File: src/sv/cxalu_pkg.sv
// Package for the packed Q15 complex ALU: beat types, stage types and widths.
package cxalu_pkg;

	// Width of one packed half (real or imaginary).
	localparam int HALF_W = 16;
	// Width of a packed operand or result word.
	localparam int WORD_W = 2 * HALF_W;
	// Exact width of a full-precision component (sum of two Q15 products).
	localparam int COMP_W = 2 * HALF_W + 1;
	// Component width with headroom for the rounding bias.
	localparam int WIDE_W = COMP_W + 1;
	// Width of the shift amount.
	localparam int SHIFT_W = 5;

	// Request codes.
	typedef enum logic [1:0] {
		REQ_MULCONJ    = 2'd0,
		REQ_BFLY       = 2'd1,
		REQ_BFLY_CROSS = 2'd2,
		REQ_RESERVED   = 2'd3
	} req_type_t;

	// One command beat.
	typedef struct packed {
		req_type_t           req_type;
		logic [WORD_W-1:0]   operand_a;
		logic [WORD_W-1:0]   operand_b;
		logic [SHIFT_W-1:0]  shift;
		logic                round_nearest;
		logic                saturate;
		logic                imag_high;
	} cmd_t;

	// One result beat.
	typedef struct packed {
		logic [WORD_W-1:0] result_first;
		logic [WORD_W-1:0] result_second;
	} res_t;

	// Narrowing controls shared by all four components.
	typedef struct packed {
		logic [SHIFT_W-1:0] shift;
		logic               round_nearest;
		logic               saturate;
	} narrow_ctl_t;

	// Full-precision components, already placed in their output positions.
	typedef struct packed {
		logic signed [COMP_W-1:0] first_hi;
		logic signed [COMP_W-1:0] first_lo;
		logic signed [COMP_W-1:0] second_hi;
		logic signed [COMP_W-1:0] second_lo;
		narrow_ctl_t              ctl;
	} comp_t;

endpackage

File: src/sv/packed_q15_complex_alu.sv
// Top level of the packed Q15 complex ALU: three-stage pipeline with handshake.
//
// Usage
//   Command channel (cmd, cmd_valid, cmd_stall): a beat carries the request
//   type, two packed complex operands (imaginary in 31:16, real in 15:0) and
//   the shift, rounding, saturation and layout controls. A beat is taken at a
//   rising edge with cmd_valid high and cmd_stall low.
//   Result channel (res, res_valid, res_stall): one beat per command, in
//   order, taken at an edge with res_valid high and res_stall low.
//   From command beat to result valid a beat passes an input register, a
//   register after the full-precision products and butterfly sums, and a
//   result register after narrowing and packing. Throughput is one beat
//   per cycle while res_stall is low; the multiply stage sets the clock.
//   While the receiver stalls, the pipeline keeps filling its empty stages,
//   so up to three beats are held; cmd_stall rises only when all three
//   stages are full and the result beat is stalled.
//   Reset clears all stage valid flags; no result beat follows reset until a
//   command beat has been taken.
module packed_q15_complex_alu (
	input  logic             clk,
	input  logic             arst_n,
	input  cxalu_pkg::cmd_t  cmd,
	input  logic             cmd_valid,
	output logic             cmd_stall,
	output cxalu_pkg::res_t  res,
	output logic             res_valid,
	input  logic             res_stall
);

	cxalu_pkg::cmd_t  cmd_s1;
	cxalu_pkg::comp_t comp_c;
	cxalu_pkg::comp_t comp_s2;
	cxalu_pkg::res_t  res_c;
	cxalu_pkg::res_t  res_s3;
	logic             valid_s1, valid_s2, valid_s3;
	logic             en_s1, en_s2, en_s3;

	// A stage may load when it is empty or its content moves on.
	assign en_s3     = !valid_s3 || !res_stall;
	assign en_s2     = !valid_s2 || en_s3;
	assign en_s1     = !valid_s1 || en_s2;
	assign cmd_stall = !en_s1;

	// Stage valid flags.
	always_ff @(posedge clk or negedge arst_n) begin
		if (!arst_n) begin
			valid_s1 <= 1'b0;
			valid_s2 <= 1'b0;
			valid_s3 <= 1'b0;
		end else begin
			if (en_s1) begin
				valid_s1 <= cmd_valid;
			end
			if (en_s2) begin
				valid_s2 <= valid_s1;
			end
			if (en_s3) begin
				valid_s3 <= valid_s2;
			end
		end
	end

	// Input register.
	always_ff @(posedge clk) begin
		if (en_s1 && cmd_valid) begin
			cmd_s1 <= cmd;
		end
	end

	cxalu_arith u_arith (
		.cmd  (cmd_s1),
		.comp (comp_c)
	);

	// Full-precision component register.
	always_ff @(posedge clk) begin
		if (en_s2 && valid_s1) begin
			comp_s2 <= comp_c;
		end
	end

	// Narrow the four components and pack them.
	cxalu_narrow u_narrow_fh (
		.comp (comp_s2.first_hi),
		.ctl  (comp_s2.ctl),
		.half (res_c.result_first[cxalu_pkg::WORD_W-1:cxalu_pkg::HALF_W])
	);

	cxalu_narrow u_narrow_fl (
		.comp (comp_s2.first_lo),
		.ctl  (comp_s2.ctl),
		.half (res_c.result_first[cxalu_pkg::HALF_W-1:0])
	);

	cxalu_narrow u_narrow_sh (
		.comp (comp_s2.second_hi),
		.ctl  (comp_s2.ctl),
		.half (res_c.result_second[cxalu_pkg::WORD_W-1:cxalu_pkg::HALF_W])
	);

	cxalu_narrow u_narrow_sl (
		.comp (comp_s2.second_lo),
		.ctl  (comp_s2.ctl),
		.half (res_c.result_second[cxalu_pkg::HALF_W-1:0])
	);

	// Result register.
	always_ff @(posedge clk) begin
		if (en_s3 && valid_s2) begin
			res_s3 <= res_c;
		end
	end

	assign res       = res_s3;
	assign res_valid = valid_s3;

	// A full middle stage that cannot move on still holds its beat.
	a_s2_hold: assert property (@(posedge clk) disable iff (!arst_n)
		(valid_s2 && !en_s3) |=> valid_s2)
		else $error("middle stage lost a beat while stalled");

	// A beat leaving the middle stage lands in the result register.
	a_s2_to_s3: assert property (@(posedge clk) disable iff (!arst_n)
		(valid_s2 && en_s3) |=> valid_s3)
		else $error("beat from middle stage did not reach result register");

	// Back-pressure reaches the command side only with every stage full.
	a_stall_full: assert property (@(posedge clk) disable iff (!arst_n)
		cmd_stall |-> (valid_s1 && valid_s2 && valid_s3 && res_stall))
		else $error("command stalled with an empty stage");

endmodule

File: src/sv/cxalu_arith.sv
// Full-precision arithmetic: multiply by conjugate and both butterfly variants.
module cxalu_arith (
	input  cxalu_pkg::cmd_t  cmd,
	output cxalu_pkg::comp_t comp
);

	logic signed [cxalu_pkg::HALF_W-1:0]   ar, ai, br, bi;
	logic signed [2*cxalu_pkg::HALF_W-1:0] p_rr, p_ii, p_ir, p_ri;
	logic signed [cxalu_pkg::COMP_W-1:0]   re, im;
	logic signed [cxalu_pkg::HALF_W:0]     sr, dr, si, di;
	logic signed [cxalu_pkg::COMP_W-1:0]   sr_x, dr_x, si_x, di_x;

	// Unpack the halves of both operands.
	assign ar = cmd.operand_a[cxalu_pkg::HALF_W-1:0];
	assign ai = cmd.operand_a[cxalu_pkg::WORD_W-1:cxalu_pkg::HALF_W];
	assign br = cmd.operand_b[cxalu_pkg::HALF_W-1:0];
	assign bi = cmd.operand_b[cxalu_pkg::WORD_W-1:cxalu_pkg::HALF_W];

	// Four Q15 products and the exact conjugate-product components.
	assign p_rr = (2*cxalu_pkg::HALF_W)'(ar) * (2*cxalu_pkg::HALF_W)'(br);
	assign p_ii = (2*cxalu_pkg::HALF_W)'(ai) * (2*cxalu_pkg::HALF_W)'(bi);
	assign p_ir = (2*cxalu_pkg::HALF_W)'(ai) * (2*cxalu_pkg::HALF_W)'(br);
	assign p_ri = (2*cxalu_pkg::HALF_W)'(ar) * (2*cxalu_pkg::HALF_W)'(bi);
	assign re   = cxalu_pkg::COMP_W'(p_rr) + cxalu_pkg::COMP_W'(p_ii);
	assign im   = cxalu_pkg::COMP_W'(p_ir) - cxalu_pkg::COMP_W'(p_ri);

	// Butterfly sums and differences, one bit wider than a half.
	assign sr   = (cxalu_pkg::HALF_W+1)'(ar) + (cxalu_pkg::HALF_W+1)'(br);
	assign dr   = (cxalu_pkg::HALF_W+1)'(ar) - (cxalu_pkg::HALF_W+1)'(br);
	assign si   = (cxalu_pkg::HALF_W+1)'(ai) + (cxalu_pkg::HALF_W+1)'(bi);
	assign di   = (cxalu_pkg::HALF_W+1)'(ai) - (cxalu_pkg::HALF_W+1)'(bi);
	assign sr_x = cxalu_pkg::COMP_W'(sr);
	assign dr_x = cxalu_pkg::COMP_W'(dr);
	assign si_x = cxalu_pkg::COMP_W'(si);
	assign di_x = cxalu_pkg::COMP_W'(di);

	// Place each component where it lands in the packed result.
	always_comb begin
		comp.ctl.shift         = cmd.shift;
		comp.ctl.round_nearest = cmd.round_nearest;
		comp.ctl.saturate      = cmd.saturate;
		comp.first_hi          = '0;
		comp.first_lo          = '0;
		comp.second_hi         = '0;
		comp.second_lo         = '0;
		unique case (cmd.req_type)
			cxalu_pkg::REQ_MULCONJ: begin
				comp.first_hi = cmd.imag_high ? im : re;
				comp.first_lo = cmd.imag_high ? re : im;
			end
			cxalu_pkg::REQ_BFLY: begin
				comp.first_hi  = si_x;
				comp.first_lo  = sr_x;
				comp.second_hi = di_x;
				comp.second_lo = dr_x;
			end
			cxalu_pkg::REQ_BFLY_CROSS: begin
				comp.first_hi  = di_x;
				comp.first_lo  = sr_x;
				comp.second_hi = si_x;
				comp.second_lo = dr_x;
			end
			default: begin
				// Reserved request: every component stays zero.
				comp.first_hi = '0;
			end
		endcase
	end

endmodule

File: src/sv/cxalu_narrow.sv
// Narrowing of one component: shift, floor or round, then wrap or saturate.
module cxalu_narrow (
	input  logic signed [cxalu_pkg::COMP_W-1:0] comp,
	input  cxalu_pkg::narrow_ctl_t              ctl,
	output logic [cxalu_pkg::HALF_W-1:0]        half
);

	localparam logic signed [cxalu_pkg::WIDE_W-1:0] MAX_V =
		cxalu_pkg::WIDE_W'((1 <<< (cxalu_pkg::HALF_W - 1)) - 1);
	localparam logic signed [cxalu_pkg::WIDE_W-1:0] MIN_V =
		cxalu_pkg::WIDE_W'(-(1 <<< (cxalu_pkg::HALF_W - 1)));

	logic signed [cxalu_pkg::WIDE_W-1:0] x_ext, bias, biased, shifted;

	// Rounding bias is half an output step, and only when bits are dropped.
	always_comb begin
		x_ext = cxalu_pkg::WIDE_W'(comp);
		bias  = '0;
		if (ctl.round_nearest && ctl.shift != '0) begin
			bias = cxalu_pkg::WIDE_W'(1) << (ctl.shift - cxalu_pkg::SHIFT_W'(1));
		end
		biased  = x_ext + bias;
		shifted = biased >>> ctl.shift;
	end

	// Clamp to the signed 16-bit range or keep the low bits.
	always_comb begin
		half = shifted[cxalu_pkg::HALF_W-1:0];
		if (ctl.saturate) begin
			if (shifted > MAX_V) begin
				half = MAX_V[cxalu_pkg::HALF_W-1:0];
			end else if (shifted < MIN_V) begin
				half = MIN_V[cxalu_pkg::HALF_W-1:0];
			end
		end
	end

endmodule
File: config.mk
export PLATFORM = sky130hd
export DESIGN_NAME = packed_q15_complex_alu
export DESIGN_NICKNAME = d
export VERILOG_FILES = /design/src/sv/cxalu_pkg.sv /design/src/sv/packed_q15_complex_alu.sv /design/src/sv/cxalu_arith.sv /design/src/sv/cxalu_narrow.sv
export SDC_FILE = /design/constraint.sdc
export NUM_CORES = 2
export LEC_CHECK = 0
export BUFFER_PORTS_ARGS = -buffer_cell sky130_fd_sc_hd__buf_2
export CAP_MARGIN = 20
export CELL_PAD_IN_SITES_DETAIL_PLACEMENT = 1
export CELL_PAD_IN_SITES_GLOBAL_PLACEMENT = 1
export CORE_ASPECT_RATIO = 1.5
export CORE_UTILIZATION = 35
export DETAILED_ROUTE_END_ITERATION = 10
export PLACE_DENSITY_LB_ADDON = 0.25
export SLEW_MARGIN = 40
export SYNTH_ARGS = -nofsm -noshare
export SYNTH_HDL_FRONTEND = slang
export SYNTH_SLANG_ARGS = --single-unit
File: constraint.sdc
create_clock -name clk -period 7.4 [get_ports clk]
set_input_delay 0 -clock clk [delete_from_list [all_inputs] [get_ports clk]]
set_output_delay 0 -clock clk [all_outputs]
set_load 0.02 [all_outputs]
==> summary.md <==
| Metric | Value |
|---|---|
| Hold_sp | cmd[38] |
| CP endpoint kind | flip-flop |
| Die Wd | 363.6 um |
| Max Slew Vio Count | 0 |
| Most used DFF post-synth | edfxtp_1 |
| Min-Delay Endpoint | cmd_s1[38] |
| Reg2Reg Capture Point | comp_s2[136] |
| Final Cycle Share | 113.6% |
| R2R setup slack | -1.00 ns |
| Worst r2r path cells | 32 |
| Synth Register Bits | between 200 and 250 |
| Number of global-route vias before repair | approximately 68,000 |
| Crit path kind | reg -> reg |
| Async SR Flop Fraction | 1.210% |
| Yosys warning count | 0 |
| Antenna-violating nets left | 0 |
| Post-synth top area cell | fa_1 |
| GRT overflow | 0 |
| Syn Area/Cell | 8.845 um^2 |
| Count leader, synth | inv_1 |
| Port Buf Inserts | 143 |
| Pre-CTS WS | -1.411 ns |
| Core Area | approximately 0.19 mm^2 |
| Slowest CP cell | fa_1 |
| Root Driver | clkbuf_16 |
| Required time worst endpoint | 7.73 ns |
| Nets | 10,320 |
| Global-route usage over all layers | 30.25% |
| Post-Route WL | around 300,000 um |
| Starting DRT DRC Count | just over 3,000 |
| Pin count of the biggest net entering global routing | 69 |
| CTS Buf Count | 36 |
| Hold path depth | 2 |
| Worst r2r src | cmd_s1[63] |
| Status | complete, but fails checks |
| # setup viols final | 42 |
| RSZ-0062 raised after global routing | yes |
| Slew headroom | between 30% and 40% |
| Crit-path leading delay family | adder cells |
| Fin Setup TNS | -24.46 ns |
| Placed instance count | 10,950 |
| # rows | 198 |
| I/O pin cnt | 144 |
| Synth top area share | roughly a third |
| Final GP Congestion | 0.9745 |
| Skew-Pair Late Insertion Delay | 0.65 ns |
| Clk buf depth | 3 |
| DP Wirelength | 256,500 um |
| Die area | between 0.15 and 0.2 mm^2 |
| Wire per inst | 26.62 um |
| Clock slew at reported path FFs | 0.09 ns |
| Synth Instances | 7,761 |
| Commonest cells in the netlist | inv_1 (1,417), fa_1 (1,181), nand2_1 (799), ha_1 (510), nor2_1 (477) |
| Initial Utilization | 35.30% |
| Syn Std Cell Area | 0.06864 mm^2 |
| Via Count | 59,720 |
| Hold Vio Cnt, Final | 0 |
| H-Tree Level Count | 2 |
| CP most frequent cell | fa_1 |
| Clk_skew | ~0.05 ns |
| Worst path bufs/invs | 8 |
| DR DRC count | 0 |
| Worst Tran Pin Value | 0.9026 ns |
| Drt pass-1 iters | 7 |
| Number of synthesized flops with an enable pin | 245 |
| Routed vias/inst | 5.336 |
| Critical Path Fanout Max | 17 |
| Sequential area share after synthesis | 10.83% |
| Final WS setup | -1.003 ns |
| Failing checks | negative setup slack |
| Layout Cells excl Fill | around 11,000 |
| Post-synthesis cell type count | 106 |
| Clock sinks | between 200 and 250 |
| Hold/Removal Path Class | in -> reg |
| WP data arrival | 8.73 ns |
| Initial antenna violation count | 16 |
| Max-capacitance violation count | 0 |
| Crit path launch type | flip-flop |
| Synth-to-layout area growth | 20.04% |
| CTS tree | yes |
| Minimum clock period | 8.403 ns |
| DIE HEIGHT | between 500 and 600 um |
| Fmax achieved | between 0.1 and 0.15 GHz |
| Share of cells above drive strength 1 | roughly 18% |
| First-pass GRT wire length | between 400,000 and 500,000 um |
| Top post-synthesis cells by area | fa_1 (34%), edfxtp_1 (11%), ha_1 (9.3%) |
| Peak per-stage delay on the critical path | 0.55 ns |
[layer usage]
metal,global-route usage (%),share of wire [%],vias to the layer above
met5,0,0,-
met4,26.27,10,0
met3,3.039,3.3,790
met2,56.53,53,1556
met1,29.54,34,30710
li1,-,-,26660
[layout by cell type (no fill, tap or decap), drive strengths merged, types with 58 or more instances in the layout]
master       instances
xnor2              166
nor3                90
inv               1421
nand2              800
xor2                65
a211oi             113
and2               437
a21oi              352
nor2               477
edfxtp             245
a21o               100
nand3               80
ha                 510
o21ai              264
buf               1091
dlygate4sd3         79
nand2b              58
mux2i              162
fa                1181
[final cells by class]
class	instances	area [um^2]
repair buffers	1170	9656
well taps	2600	3253
clock inverters	27	357.8
flip-flops and latches	248	7432
fillers	22670	112100
inverters	1425	5373
diodes	17	42.54
multi-input cells	5667	55360
clock buffers	38	929.6
[worst max path at each step]
stage               startpoint            to  slack [ns]  cells past startpoint
global placement    cmd_s1[58]  comp_s2[105]       -1.31                     31
floorplan           cmd_s1[24]  comp_s2[105]       -0.23                     29
global route         cmd_s1[8]  comp_s2[136]       -1.23                     33
finish              cmd_s1[63]  comp_s2[136]       -1.00                     32
CTS                  cmd_s1[8]  comp_s2[136]       -0.99                     33
detailed placement  cmd_s1[58]  comp_s2[105]       -1.41                     31
[registers in the layout, indices dropped and copies added, names as in the netlist]
| register | count |
|---|---|
| comp_s2 | 107 |
| valid_s2 | 1 |
| cmd_s1 | 74 |
| valid_s1 | 1 |
| res_valid | 1 |
| res | 64 |
[through the flow]
stage	instance area, um^2	hold WS [ns]	utilization, %
3_5_place_dp	78110	-0.1978	40.16
4_1_cts	81490	0.05536	41.90
6_report	82400	0.07845	42.37
3_3_place_gp	78070	-0.2036	40.14
2_1_floorplan	68800	-0.2956	-
5_1_grt	82380	0.09185	42.36
[cells by family (layout without fill, tap and decap cells)]
kind of cell,Yosys count,count (layout),synth area share [%]
buffers and inverters,1850,2660,10.40
XOR/XNOR,231,231,2.947
other,2,23,0.01094
AO/OA/AOI/OAI,1342,1342,13.07
adder cells (fa/ha/maj),1691,1691,43.74
AND/OR/NAND/NOR,2150,2150,14.78
flip-flops,248,248,10.83
multiplexers,247,247,4.225
[timing repair]
item	4_1_cts	5_1_grt
gates resized for setup	217	143
hold endpoints to repair	80	0
hold buffers	79	0
pin swaps	88	115
cloned	2	0
endpoints found under the setup margin	45	65
buffers inserted	59	36
Power is left out: the tool's default activity adds up to more than one toggle a clock period on the data nets, which glitch-free logic cannot reach.
